File: config.mk
export PLATFORM = sky130hd
export DESIGN_NAME = wildcard_pattern_matcher_top
export DESIGN_NICKNAME = d
export VERILOG_FILES = /design/src/hw/rtl/wpm_pkg.sv /design/src/hw/rtl/wpm_ram.sv /design/src/hw/rtl/wpm_front.sv /design/src/hw/rtl/wpm_back.sv /design/src/hw/rtl/wildcard_pattern_matcher_top.sv
export VERILOG_INCLUDE_DIRS = /design/src /design/src/hw/rtl
export SDC_FILE = /design/constraint.sdc
export NUM_CORES = 1
export LEC_CHECK = 0
export BUFFER_PORTS_ARGS = -buffer_cell sky130_fd_sc_hd__buf_2
export CAP_MARGIN = 20
export CORE_MARGIN = 5
export CORE_UTILIZATION = 55
export DETAILED_ROUTE_END_ITERATION = 12
export HOLD_SLACK_MARGIN = 0.1
export MAX_ROUTING_LAYER = met4
export PLACE_DENSITY = 0.8
export SETUP_SLACK_MARGIN = 0.15
export SLEW_MARGIN = 20
export SYNTH_ARGS = -nofsm -noshare
export SYNTH_HDL_FRONTEND = slang
export SYNTH_SLANG_ARGS = --single-unit
File: constraint.sdc
create_clock -name clock -period 6.9 [get_ports clock]
set_input_delay 1.035 -clock clock [delete_from_list [all_inputs] [get_ports clock]]
set_output_delay 1.035 -clock clock [all_outputs]
set_load 0.005 [all_outputs]
File: src/hw/rtl/wildcard_pattern_matcher_top_defines.svh
// Assertion macros shared by the wildcard pattern matcher RTL.
// No dependencies; included by wpm_back, the module that carries assertions.
`ifndef WILDCARD_PATTERN_MATCHER_TOP_DEFINES_SVH
`define WILDCARD_PATTERN_MATCHER_TOP_DEFINES_SVH

// Same-cycle implication, disabled while reset is high.
`define WPM_ASSERT_SAME(name, clk, rst, ante, cons, msg) \
   name: assert property (@(posedge clk) disable iff (rst) (ante) |-> (cons)) \
      else $error(msg);

// Next-cycle implication, disabled while reset is high.
`define WPM_ASSERT_NEXT(name, clk, rst, ante, cons, msg) \
   name: assert property (@(posedge clk) disable iff (rst) (ante) |=> (cons)) \
      else $error(msg);

`endif

File: src/hw/rtl/wpm_pkg.sv
// Types, character codes and the folding function of the wildcard pattern matcher.
// No dependencies; imported by wpm_front, wpm_back and the top level.
package wpm_pkg;

   localparam logic [7:0] STAR_CHAR = 8'h2A;
   localparam logic [7:0] ANY_CHAR  = 8'h3F;
   localparam logic [7:0] ESC_CHAR  = 8'h5C;
   localparam logic [7:0] END_CHAR  = 8'h00;
   localparam logic [7:0] HIGH_KEEP = 8'h80;
   localparam logic [7:0] UPPER_LO  = 8'h41;
   localparam logic [7:0] UPPER_HI  = 8'h5A;
   localparam logic [7:0] CASE_BIT  = 8'h20;

   localparam logic OP_PATTERN_WRITE = 1'b0;
   localparam logic OP_STRING_BYTE   = 1'b1;

   // Entries in the queue between front and back
   localparam int QUEUE_DEPTH = 2;

   // One classified word as it travels from front to back
   typedef struct packed {
      logic       is_string;
      logic       is_end;
      logic [5:0] index;
      logic [7:0] data;
   } wpm_item_type;

   // Map 128 to itself, strip bit 7 of every other byte, then fold A-Z to a-z.
   function automatic logic [7:0] fold_byte(logic [7:0] b);
      logic [7:0] r;
      r = b;
      if (b != HIGH_KEEP) begin
         r = {1'b0, b[6:0]};
         if ((r >= UPPER_LO) && (r <= UPPER_HI)) begin
            r = r | CASE_BIT;
         end
      end
      return r;
   endfunction

endpackage

File: src/hw/rtl/wpm_ram.sv
// Generic single-write, single-read RAM with registered read data.
// No dependencies; holds the pattern store of the matcher.
module wpm_ram #(
   parameter int WIDTH = 8,
   parameter int DEPTH = 64
) (
   input  logic                     clock,
   input  logic                     wr_en,
   input  logic [$clog2(DEPTH)-1:0] wr_addr,
   input  logic [WIDTH-1:0]         wr_data,
   input  logic [$clog2(DEPTH)-1:0] rd_addr,
   output logic [WIDTH-1:0]         rd_data
);

   logic [WIDTH-1:0] store_ff [DEPTH];
   logic [WIDTH-1:0] rd_data_ff;

   // Write one entry, register the read word
   always_ff @(posedge clock) begin
      if (wr_en) begin
         store_ff[wr_addr] <= wr_data;
      end
      rd_data_ff <= store_ff[rd_addr];
   end

   assign rd_data = rd_data_ff;

endmodule

File: src/hw/rtl/wpm_front.sv
// Front end: accepts input words, classifies them and queues them for the back end.
// Depends on wpm_pkg.
module wpm_front import wpm_pkg::*; #(
   parameter int PATTERN_LEN = 64
) (
   input  logic         clock,
   input  logic         reset,
   input  logic         req_push,
   output logic         req_full,
   input  logic         req_opcode,
   input  logic [5:0]   req_pattern_index,
   input  logic [7:0]   req_byte_value,
   output logic         q_empty,
   output wpm_item_type q_item,
   input  logic         q_pop
);

   localparam int CW = $clog2(QUEUE_DEPTH + 1);
   localparam int PTRW = (QUEUE_DEPTH > 1) ? $clog2(QUEUE_DEPTH) : 1;

   wpm_item_type       slot_ff [QUEUE_DEPTH];
   logic [PTRW-1:0]    wr_ptr_ff, wr_ptr_in;
   logic [PTRW-1:0]    rd_ptr_ff, rd_ptr_in;
   logic [CW-1:0]      count_ff, count_in;
   logic               accept;
   logic               keep;
   wpm_item_type       item;

   assign req_full = (count_ff == CW'(QUEUE_DEPTH));
   assign q_empty  = (count_ff == '0);
   assign q_item   = slot_ff[rd_ptr_ff];
   assign accept   = req_push && !req_full;

   // Classify: drop pattern writes beyond the store, mark string terminators
   always_comb begin
      item.is_string = (req_opcode == OP_STRING_BYTE);
      item.is_end    = (req_byte_value == END_CHAR);
      item.index     = req_pattern_index;
      item.data      = req_byte_value;
      keep = item.is_string || (32'(req_pattern_index) < PATTERN_LEN);
   end

   // Advance pointers and count
   always_comb begin
      wr_ptr_in = wr_ptr_ff;
      rd_ptr_in = rd_ptr_ff;
      count_in  = count_ff;
      if (accept && keep) begin
         wr_ptr_in = (32'(wr_ptr_ff) == QUEUE_DEPTH - 1) ? '0 : wr_ptr_ff + 1'b1;
      end
      if (q_pop && !q_empty) begin
         rd_ptr_in = (32'(rd_ptr_ff) == QUEUE_DEPTH - 1) ? '0 : rd_ptr_ff + 1'b1;
      end
      if ((accept && keep) && !(q_pop && !q_empty)) begin
         count_in = count_ff + 1'b1;
      end else if (!(accept && keep) && (q_pop && !q_empty)) begin
         count_in = count_ff - 1'b1;
      end
   end

   always_ff @(posedge clock) begin
      if (reset) begin
         wr_ptr_ff <= '0;
         rd_ptr_ff <= '0;
         count_ff  <= '0;
      end else begin
         wr_ptr_ff <= wr_ptr_in;
         rd_ptr_ff <= rd_ptr_in;
         count_ff  <= count_in;
      end
   end

   // Hold the queued words
   always_ff @(posedge clock) begin
      if (accept && keep) begin
         slot_ff[wr_ptr_ff] <= item;
      end
   end

endmodule

File: src/hw/rtl/wpm_back.sv
// Back end: sequencer that walks the pattern store for each queued word and
// holds the verdict register. Depends on wpm_pkg, wpm_ram and the defines header.
`include "wildcard_pattern_matcher_top_defines.svh"

module wpm_back import wpm_pkg::*; #(
   parameter int PATTERN_LEN = 64
) (
   input  logic         clock,
   input  logic         reset,
   input  logic         fold_case,
   input  logic         q_empty,
   input  wpm_item_type q_item,
   output logic         q_pop,
   output logic         rsp_empty,
   input  logic         rsp_pop,
   output logic         rsp_matched
);

   localparam int AW = $clog2(PATTERN_LEN);
   localparam int PW = $clog2(PATTERN_LEN + 1);
   localparam logic [PW-1:0] LAST_POS = PW'(PATTERN_LEN);

   typedef enum logic [2:0] {
      ST_IDLE,
      ST_FIRST,
      ST_SKIP,
      ST_END,
      ST_CMP
   } state_type;

   state_type      state_ff, state_in;
   logic [PW-1:0]  pos_ff, pos_in;
   logic [PW-1:0]  saved_ff, saved_in;
   logic           not_started_ff, not_started_in;
   logic           star_ff, star_in;
   logic           esc_ff, esc_in;
   logic           adv_ff, adv_in;
   logic           saved_valid_ff, saved_valid_in;
   logic           verdict_ff, verdict_in;
   logic           rsp_valid_ff;
   logic           rsp_matched_ff;

   logic [7:0]     rd_data;
   logic [7:0]     pat_b;
   logic [PW-1:0]  pos_next;
   logic [PW-1:0]  rd_pos;
   logic           ram_we;
   logic           chk_esc, chk_end, chk_cmp;
   logic           give_req, give_val, do_rearm, pop_req;
   logic           hit;
   logic           out_room, stall;

   wpm_ram #(
      .WIDTH (8),
      .DEPTH (PATTERN_LEN)
   ) u_store (
      .clock   (clock),
      .wr_en   (ram_we),
      .wr_addr (AW'(q_item.index)),
      .wr_data (q_item.data),
      .rd_addr (rd_pos[AW-1:0]),
      .rd_data (rd_data)
   );

   // Positions past the store read as end of pattern
   assign pat_b    = (pos_ff >= LAST_POS) ? END_CHAR : rd_data;
   assign pos_next = (pos_ff >= LAST_POS) ? LAST_POS : pos_ff + 1'b1;
   assign out_room = !rsp_valid_ff || rsp_pop;

   // Per word: store a pattern write, drop words after a verdict, else advance, skip stars, escape, end check, compare
   always_comb begin
      state_in       = state_ff;
      pos_in         = pos_ff;
      saved_in       = saved_ff;
      not_started_in = not_started_ff;
      star_in        = star_ff;
      esc_in         = esc_ff;
      adv_in         = adv_ff;
      saved_valid_in = saved_valid_ff;
      verdict_in     = verdict_ff;
      ram_we         = 1'b0;
      pop_req        = 1'b0;
      give_req       = 1'b0;
      give_val       = 1'b0;
      do_rearm       = 1'b0;
      chk_esc        = 1'b0;
      chk_end        = 1'b0;
      chk_cmp        = 1'b0;
      hit            = 1'b0;

      case (state_ff)
         ST_IDLE: begin
            if (!q_empty) begin
               if (!q_item.is_string) begin
                  ram_we  = 1'b1;
                  pop_req = 1'b1;
               end else if (verdict_ff) begin
                  do_rearm = q_item.is_end;
                  pop_req  = 1'b1;
               end else if (adv_ff) begin
                  pos_in         = not_started_ff ? '0 : pos_next;
                  not_started_in = 1'b0;
                  adv_in         = 1'b0;
                  star_in        = 1'b0;
                  state_in       = ST_FIRST;
               end else begin
                  state_in = ST_CMP;
               end
            end
         end
         ST_FIRST: begin
            if (pat_b == STAR_CHAR) begin
               star_in  = 1'b1;
               pos_in   = pos_next;
               state_in = ST_SKIP;
            end else begin
               chk_esc = 1'b1;
            end
         end
         ST_SKIP: begin
            if (pat_b == STAR_CHAR) begin
               pos_in = pos_next;
            end else begin
               chk_esc = 1'b1;
            end
         end
         ST_END: begin
            chk_end = 1'b1;
         end
         ST_CMP: begin
            chk_cmp = 1'b1;
         end
         default: begin
            state_in = ST_IDLE;
         end
      endcase

      // Escape: step over the backslash and compare the next byte literally
      if (chk_esc) begin
         if (pat_b == ESC_CHAR) begin
            pos_in   = pos_next;
            esc_in   = 1'b1;
            state_in = ST_END;
         end else begin
            esc_in  = 1'b0;
            chk_end = 1'b1;
         end
      end

      // End of pattern: match under a star or on terminator, else back up or fail
      if (chk_end) begin
         if (pat_b == END_CHAR) begin
            if (star_ff || q_item.is_end) begin
               give_req = 1'b1;
               give_val = 1'b1;
            end else if (!saved_valid_ff) begin
               give_req = 1'b1;
            end else begin
               star_in        = 1'b1;
               pos_in         = saved_ff;
               saved_valid_in = 1'b0;
               state_in       = ST_CMP;
            end
         end else begin
            chk_cmp = 1'b1;
         end
      end

      // Compare the string byte with the pattern byte
      if (chk_cmp) begin
         if (q_item.is_end) begin
            give_req = 1'b1;
         end else begin
            if (fold_case) begin
               hit = (fold_byte(q_item.data) == fold_byte(pat_b));
            end else begin
               hit = (q_item.data == pat_b);
            end
            if ((pat_b == ANY_CHAR) && !esc_in) begin
               hit = 1'b1;
            end
            pop_req  = 1'b1;
            state_in = ST_IDLE;
            if (hit && star_ff) begin
               saved_in       = pos_ff;
               saved_valid_in = 1'b1;
               star_in        = 1'b0;
               adv_in         = 1'b1;
            end else if (hit) begin
               adv_in = 1'b1;
            end else if (star_ff) begin
               adv_in = adv_ff;
            end else if (saved_valid_ff) begin
               star_in        = 1'b1;
               pos_in         = saved_ff;
               saved_valid_in = 1'b0;
            end else begin
               give_req = 1'b1;
            end
         end
      end

      // Verdict: drop the word, then re-arm on terminator or ignore the rest
      if (give_req) begin
         pop_req  = 1'b1;
         state_in = ST_IDLE;
         if (q_item.is_end) begin
            do_rearm = 1'b1;
         end else begin
            verdict_in = 1'b1;
         end
      end

      if (do_rearm) begin
         pos_in         = '0;
         not_started_in = 1'b1;
         star_in        = 1'b0;
         esc_in         = 1'b0;
         adv_in         = 1'b1;
         saved_in       = '0;
         saved_valid_in = 1'b0;
         verdict_in     = 1'b0;
      end
   end

   // Hold everything while a verdict waits for room
   assign stall  = give_req && !out_room;
   assign q_pop  = pop_req && !stall;
   assign rd_pos = stall ? pos_ff : pos_in;

   // Advance the sequencer and load the verdict word
   always_ff @(posedge clock) begin
      if (reset) begin
         state_ff       <= ST_IDLE;
         pos_ff         <= '0;
         saved_ff       <= '0;
         not_started_ff <= 1'b1;
         star_ff        <= 1'b0;
         esc_ff         <= 1'b0;
         adv_ff         <= 1'b1;
         saved_valid_ff <= 1'b0;
         verdict_ff     <= 1'b0;
         rsp_valid_ff   <= 1'b0;
         rsp_matched_ff <= 1'b0;
      end else begin
         if (!stall) begin
            state_ff       <= state_in;
            pos_ff         <= pos_in;
            saved_ff       <= saved_in;
            not_started_ff <= not_started_in;
            star_ff        <= star_in;
            esc_ff         <= esc_in;
            adv_ff         <= adv_in;
            saved_valid_ff <= saved_valid_in;
            verdict_ff     <= verdict_in;
         end
         if (give_req && out_room) begin
            rsp_valid_ff   <= 1'b1;
            rsp_matched_ff <= give_val;
         end else if (rsp_pop) begin
            rsp_valid_ff <= 1'b0;
         end
      end
   end

   assign rsp_empty   = !rsp_valid_ff;
   assign rsp_matched = rsp_matched_ff;

   `WPM_ASSERT_SAME(a_pos_bound, clock, reset, 1'b1, pos_ff <= LAST_POS, "position past store end")
   `WPM_ASSERT_SAME(a_fresh_string, clock, reset, not_started_ff, (pos_ff == '0) && !saved_valid_ff, "fresh string has state")
   `WPM_ASSERT_SAME(a_verdict_idle, clock, reset, verdict_ff, state_ff == ST_IDLE, "sequencer busy after verdict")
   `WPM_ASSERT_SAME(a_skip_star, clock, reset, state_ff == ST_SKIP, star_ff, "star skip without star")
   `WPM_ASSERT_NEXT(a_stall_hold, clock, reset, stall, $stable(pos_ff) && $stable(state_ff), "state moved during stall")

endmodule

File: src/hw/rtl/wildcard_pattern_matcher_top.sv
// Top level of the wildcard pattern matcher: front queue, back sequencer, CSR.
// Depends on wpm_pkg, wpm_front, wpm_back (and wpm_ram below it).
//
//   channel   ports                                         handshake
//   -------   -------------------------------------------   ---------------------
//   request   req_opcode, req_pattern_index, req_byte_value  req_push / req_full
//   response  rsp_matched                                    rsp_empty / rsp_pop
//   csr       csr_wdata (fold_case)                          csr_we
//
// Pattern writes and string bytes after a verdict are taken in the idle state;
// other string bytes take further steps, one more per star, escape or back-up
// at the pattern end, each step one registered read of the pattern RAM.
// Synchronous active-high reset; the pattern store is not cleared and must be
// written before use. The 2-word queue keeps taking words while a verdict waits;
// the sequencer stalls only while the response register is full.
module wildcard_pattern_matcher_top import wpm_pkg::*; #(
   parameter int PATTERN_LEN = 64
) (
   input  logic       clock,
   input  logic       reset,
   input  logic       req_push,
   output logic       req_full,
   input  logic       req_opcode,
   input  logic [5:0] req_pattern_index,
   input  logic [7:0] req_byte_value,
   output logic       rsp_empty,
   input  logic       rsp_pop,
   output logic       rsp_matched,
   input  logic       csr_we,
   input  logic       csr_wdata
);

   logic         fold_case_ff;
   logic         q_empty;
   logic         q_pop;
   wpm_item_type q_item;

   // Fold-case register, set after reset
   always_ff @(posedge clock) begin
      if (reset) begin
         fold_case_ff <= 1'b1;
      end else if (csr_we) begin
         fold_case_ff <= csr_wdata;
      end
   end

   wpm_front #(
      .PATTERN_LEN (PATTERN_LEN)
   ) u_front (
      .clock             (clock),
      .reset             (reset),
      .req_push          (req_push),
      .req_full          (req_full),
      .req_opcode        (req_opcode),
      .req_pattern_index (req_pattern_index),
      .req_byte_value    (req_byte_value),
      .q_empty           (q_empty),
      .q_item            (q_item),
      .q_pop             (q_pop)
   );

   wpm_back #(
      .PATTERN_LEN (PATTERN_LEN)
   ) u_back (
      .clock       (clock),
      .reset       (reset),
      .fold_case   (fold_case_ff),
      .q_empty     (q_empty),
      .q_item      (q_item),
      .q_pop       (q_pop),
      .rsp_empty   (rsp_empty),
      .rsp_pop     (rsp_pop),
      .rsp_matched (rsp_matched)
   );

endmodule
==> impl_metrics.ini <==
[cts]
clk_latency_ns = 0.63
cts_buffer_depth = 3
cts_resized = 0
path_clk_slew_ns = 0.06
cts_hold_buf = 0
post-cts-setup-buffers = 0
cts_sinks = 583
cts-root-buf = clkbuf_16
ctsHtreeMaxLevel = 2
cts_tree = yes
cts_buffers = 56

[route]
wl_per_cell_um = 25.4
wirelength_mm = 58.5
post_drt_via_cell_ratio = 6.52
firstDrtPassIters = 9
drtIter0Drc = 2044
num_vias = 14995
final_antenna_net_count = 0
drc = 0

[grt]
track_usage = 0.250
met3_usage = 0.0470
grt-ovfl-total = 0
top_usage_layer = met2
grt_max_degree = 106
antenna_found_initial = 2
grt_first_pass_wirelength_mm = 88.3
gr-usage-met1 = 0.332
use_met2 = 0.390
first_global_vias = 14338

[die]
boundaryPins = 24
core_mm2 = 0.0432
start_util = 0.557
dieArea_mm2 = 0.0480
die_y_um = 219
rows = 76
die_x_um = 219

[power_and_ir_drop]
seq_power_share = 0.488
p_sw_frac = 0.262
internal-power_mw = 6.55
power.switching_mw = 2.33
power.total_mw = 8.88
p_per_area_mw_per_mm2 = 333
p_leak_nw = 9.09
ir_drop_uv = 218
pwr-share-comb = 0.140
power_frac_clock = 0.372

[yosys]
syn_area_per_cell_um2 = 14.6
yosys_warnings = 0
ys_top_cells_by_count = edfxtp_1 (544), nand2_1 (216), mux2i_1 (173)
yosysMostFrequentCell = edfxtp_1
synthCells = 1647
synthTopCellsByArea = edfxtp_1 (68%), mux2i_1 (7.2%), nand2_1 (3.4%), dfxtp_1 (3.2%), nor2_1 (1.8%)
synth.top_cell.area_share = 0.680
synth_ff_type = edfxtp_1
yosysUniqueCellTypes = 76
async_flop_share = 0
syn_area_mm2 = 0.0240
yosysTopAreaCell = edfxtp_1
ys_ff_latch = 583
syn_nets = 1671
yosysSeqAreaShare = 0.712
synth-edff-count = 544

[timing]
fmax_mhz = 164
rsz0062_at_grt = false
tightest_slew_ns = 1.14
finalHoldViolations = 0
finalCritPeriodShare = 0.884
finClkSkew_ns = 0.0278
relSlewSlack = 0.235
setup_viol = 0
slew_violations = 0
period_minus_slack_ns = 6.10
tns_ns = 0

[placement]
gp_congestion = 0.905
dpl.hpwl_mm = 35.3
io_buffers = 23

[run]
maxCapViolCount = 0

[layout]
drive_gt1_frac = 0.105
areaGrowthSynthToFinish_pct = 10.8
final_nets = 1690

[setup_path]
required_ns = 7.47
cp.arrival_ns = 6.67
end_kind = flop
path_max_fanout = 65
worstSetupPathType = reg2reg
startpoint_type = flop
ff2ff_path_depth = 16
reg2reg_slack_ns = 0.80
r2r-end = u_back.u_store.rd_data[0]

[outcome]
status = finished, final reports clean

[hold_path]
hold_class = reg2reg
min_from = u_back.saved_ff[1]
min_to = u_back.saved_ff[1]
hold_depth = 2
[worst max path at each step]
stage	from	to	slack (ns)	depth (start not counted)
3_3_place_gp	flop	u_back.u_store.rd_data[4]	1.24	16
3_5_place_dp	flop	u_back.u_store.rd_data[4]	0.89	16
4_1_cts	flop	u_back.u_store.rd_data[4]	0.92	16
2_1_floorplan	flop	u_back.u_store.rd_data[1]	2.10	16
5_1_grt	flop	u_back.u_store.rd_data[0]	0.60	16
6_report	flop	u_back.u_store.rd_data[0]	0.80	16
[area by class of cell]
type / count / area (um^2)
flip-flops and latches: 583 / 17100
well taps: 585 / 732
inverters: 29 / 113
clock buffers: 63 / 1450
diodes: 2 / 5.00
multi-input cells: 950 / 6350
repair buffers: 46 / 325
clock inverters: 41 / 548
fillers: 3052 / 16500
[critical path, cell delays in order, from the launching register on]
cell,delay (ns)
dfxtp_1,0.36
buf_4,0.36
mux2i_1,0.22
inv_2,0.08
buf_4,0.58
nand3_1,0.15
o211ai_1,0.25
o211ai_2,0.18
nor4_4,0.36
nor3_2,0.13
a211o_1,0.53
a22oi_1,0.93
nand3_1,0.54
a221o_1,0.42
a221oi_1,0.59
a31o_1,0.21
or4_1,0.12
[cells in the final DEF (no fill, tap or decap), drive strengths merged, types with 6 or more instances in the layout]
cell	n
a21oi	32
a221o	25
a221oi	33
a22o	12
a22oi	14
a31o	8
a31oi	31
a32o	8
a32oi	24
a41o	7
and2	9
buf	46
bufinv	12
clkbuf	63
clkinv	24
dfxtp	39
edfxtp	544
inv	30
mux2	17
mux2i	175
nand2	217
nand2b	6
nand3	59
nand4	6
nor2	114
nor3	12
o211ai	8
o21ai	24
o22a	8
o22ai	11
or4	11
xnor2	6
[registers in the layout, indices dropped and copies added, names as in the netlist, named ones only]
| signal | count |
|---|---|
| u_back.adv_ff | 1 |
| fold_case_ff | 1 |
| u_back.state_ff | 3 |
| u_back.not_started_ff | 1 |
| u_back.u_store.rd_data | 8 |
| u_back.star_ff | 1 |
| u_back.rsp_matched | 1 |
| u_back.saved_ff | 7 |
| u_back.u_store.store_ff | 512 |
| u_front.slot_ff | 32 |
| u_back.rsp_valid_ff | 1 |
| u_front.count_ff | 2 |
| u_front.rd_ptr_ff | 1 |
| u_back.esc_ff | 1 |
| u_front.wr_ptr_ff | 1 |
| u_back.verdict_ff | 1 |
| u_back.pos_ff | 7 |
| u_back.saved_valid_ff | 1 |
[metal layers]
layer | routed length [um] | up-vias | part of all wire
met1 | 22000 | 7313 | 0.38
met4 | 2510 | 0 | 0.043
met2 | 27800 | 1061 | 0.48
met3 | 6170 | 169 | 0.11
met5 | 0 | - | 0
li1 | - | 6452 | -
[power by group through the flow]
stage | Sequential, mW | Clock (mW) | Combinational, mW
after floorplan | 4.38 | 0 | 0.827
after global placement | 4.40 | 0 | 1.17
after detailed placement | 4.40 | 0 | 1.22
after CTS | 4.33 | 3.33 | 1.23
after global routing | 4.34 | 3.48 | 1.33
final | 4.33 | 3.30 | 1.24
[per-stage QoR]
stage	instances	hold slack (ns)	area (um^2)	util	setup WS (ns)
detailed placement	2193	0.450	24600	0.571	0.887
floorplan	1647	0.428	24000	-	2.10
finish	2299	0.461	26600	0.617	0.799
CTS	2297	0.461	26600	0.617	0.921
global route	2299	0.478	26600	0.617	0.599
global placement	2193	0.439	24600	0.571	1.24
[cell families (layout without fill, tap and decap cells)]
family	Yosys count	after routing	synth area share
AOI/OAI and AO/OA	277	277	0.0895
xor gates and xnor gates	11	11	0.00401
adders and majority gates	3	3	0.00156
buffers and inverters	114	179	0.0249
DFF	583	583	0.712
muxes	192	192	0.0811
other	0	2	0
and+or+nand+nor	467	467	0.0869
No activity file was read; power rests on OpenSTA's default activity.
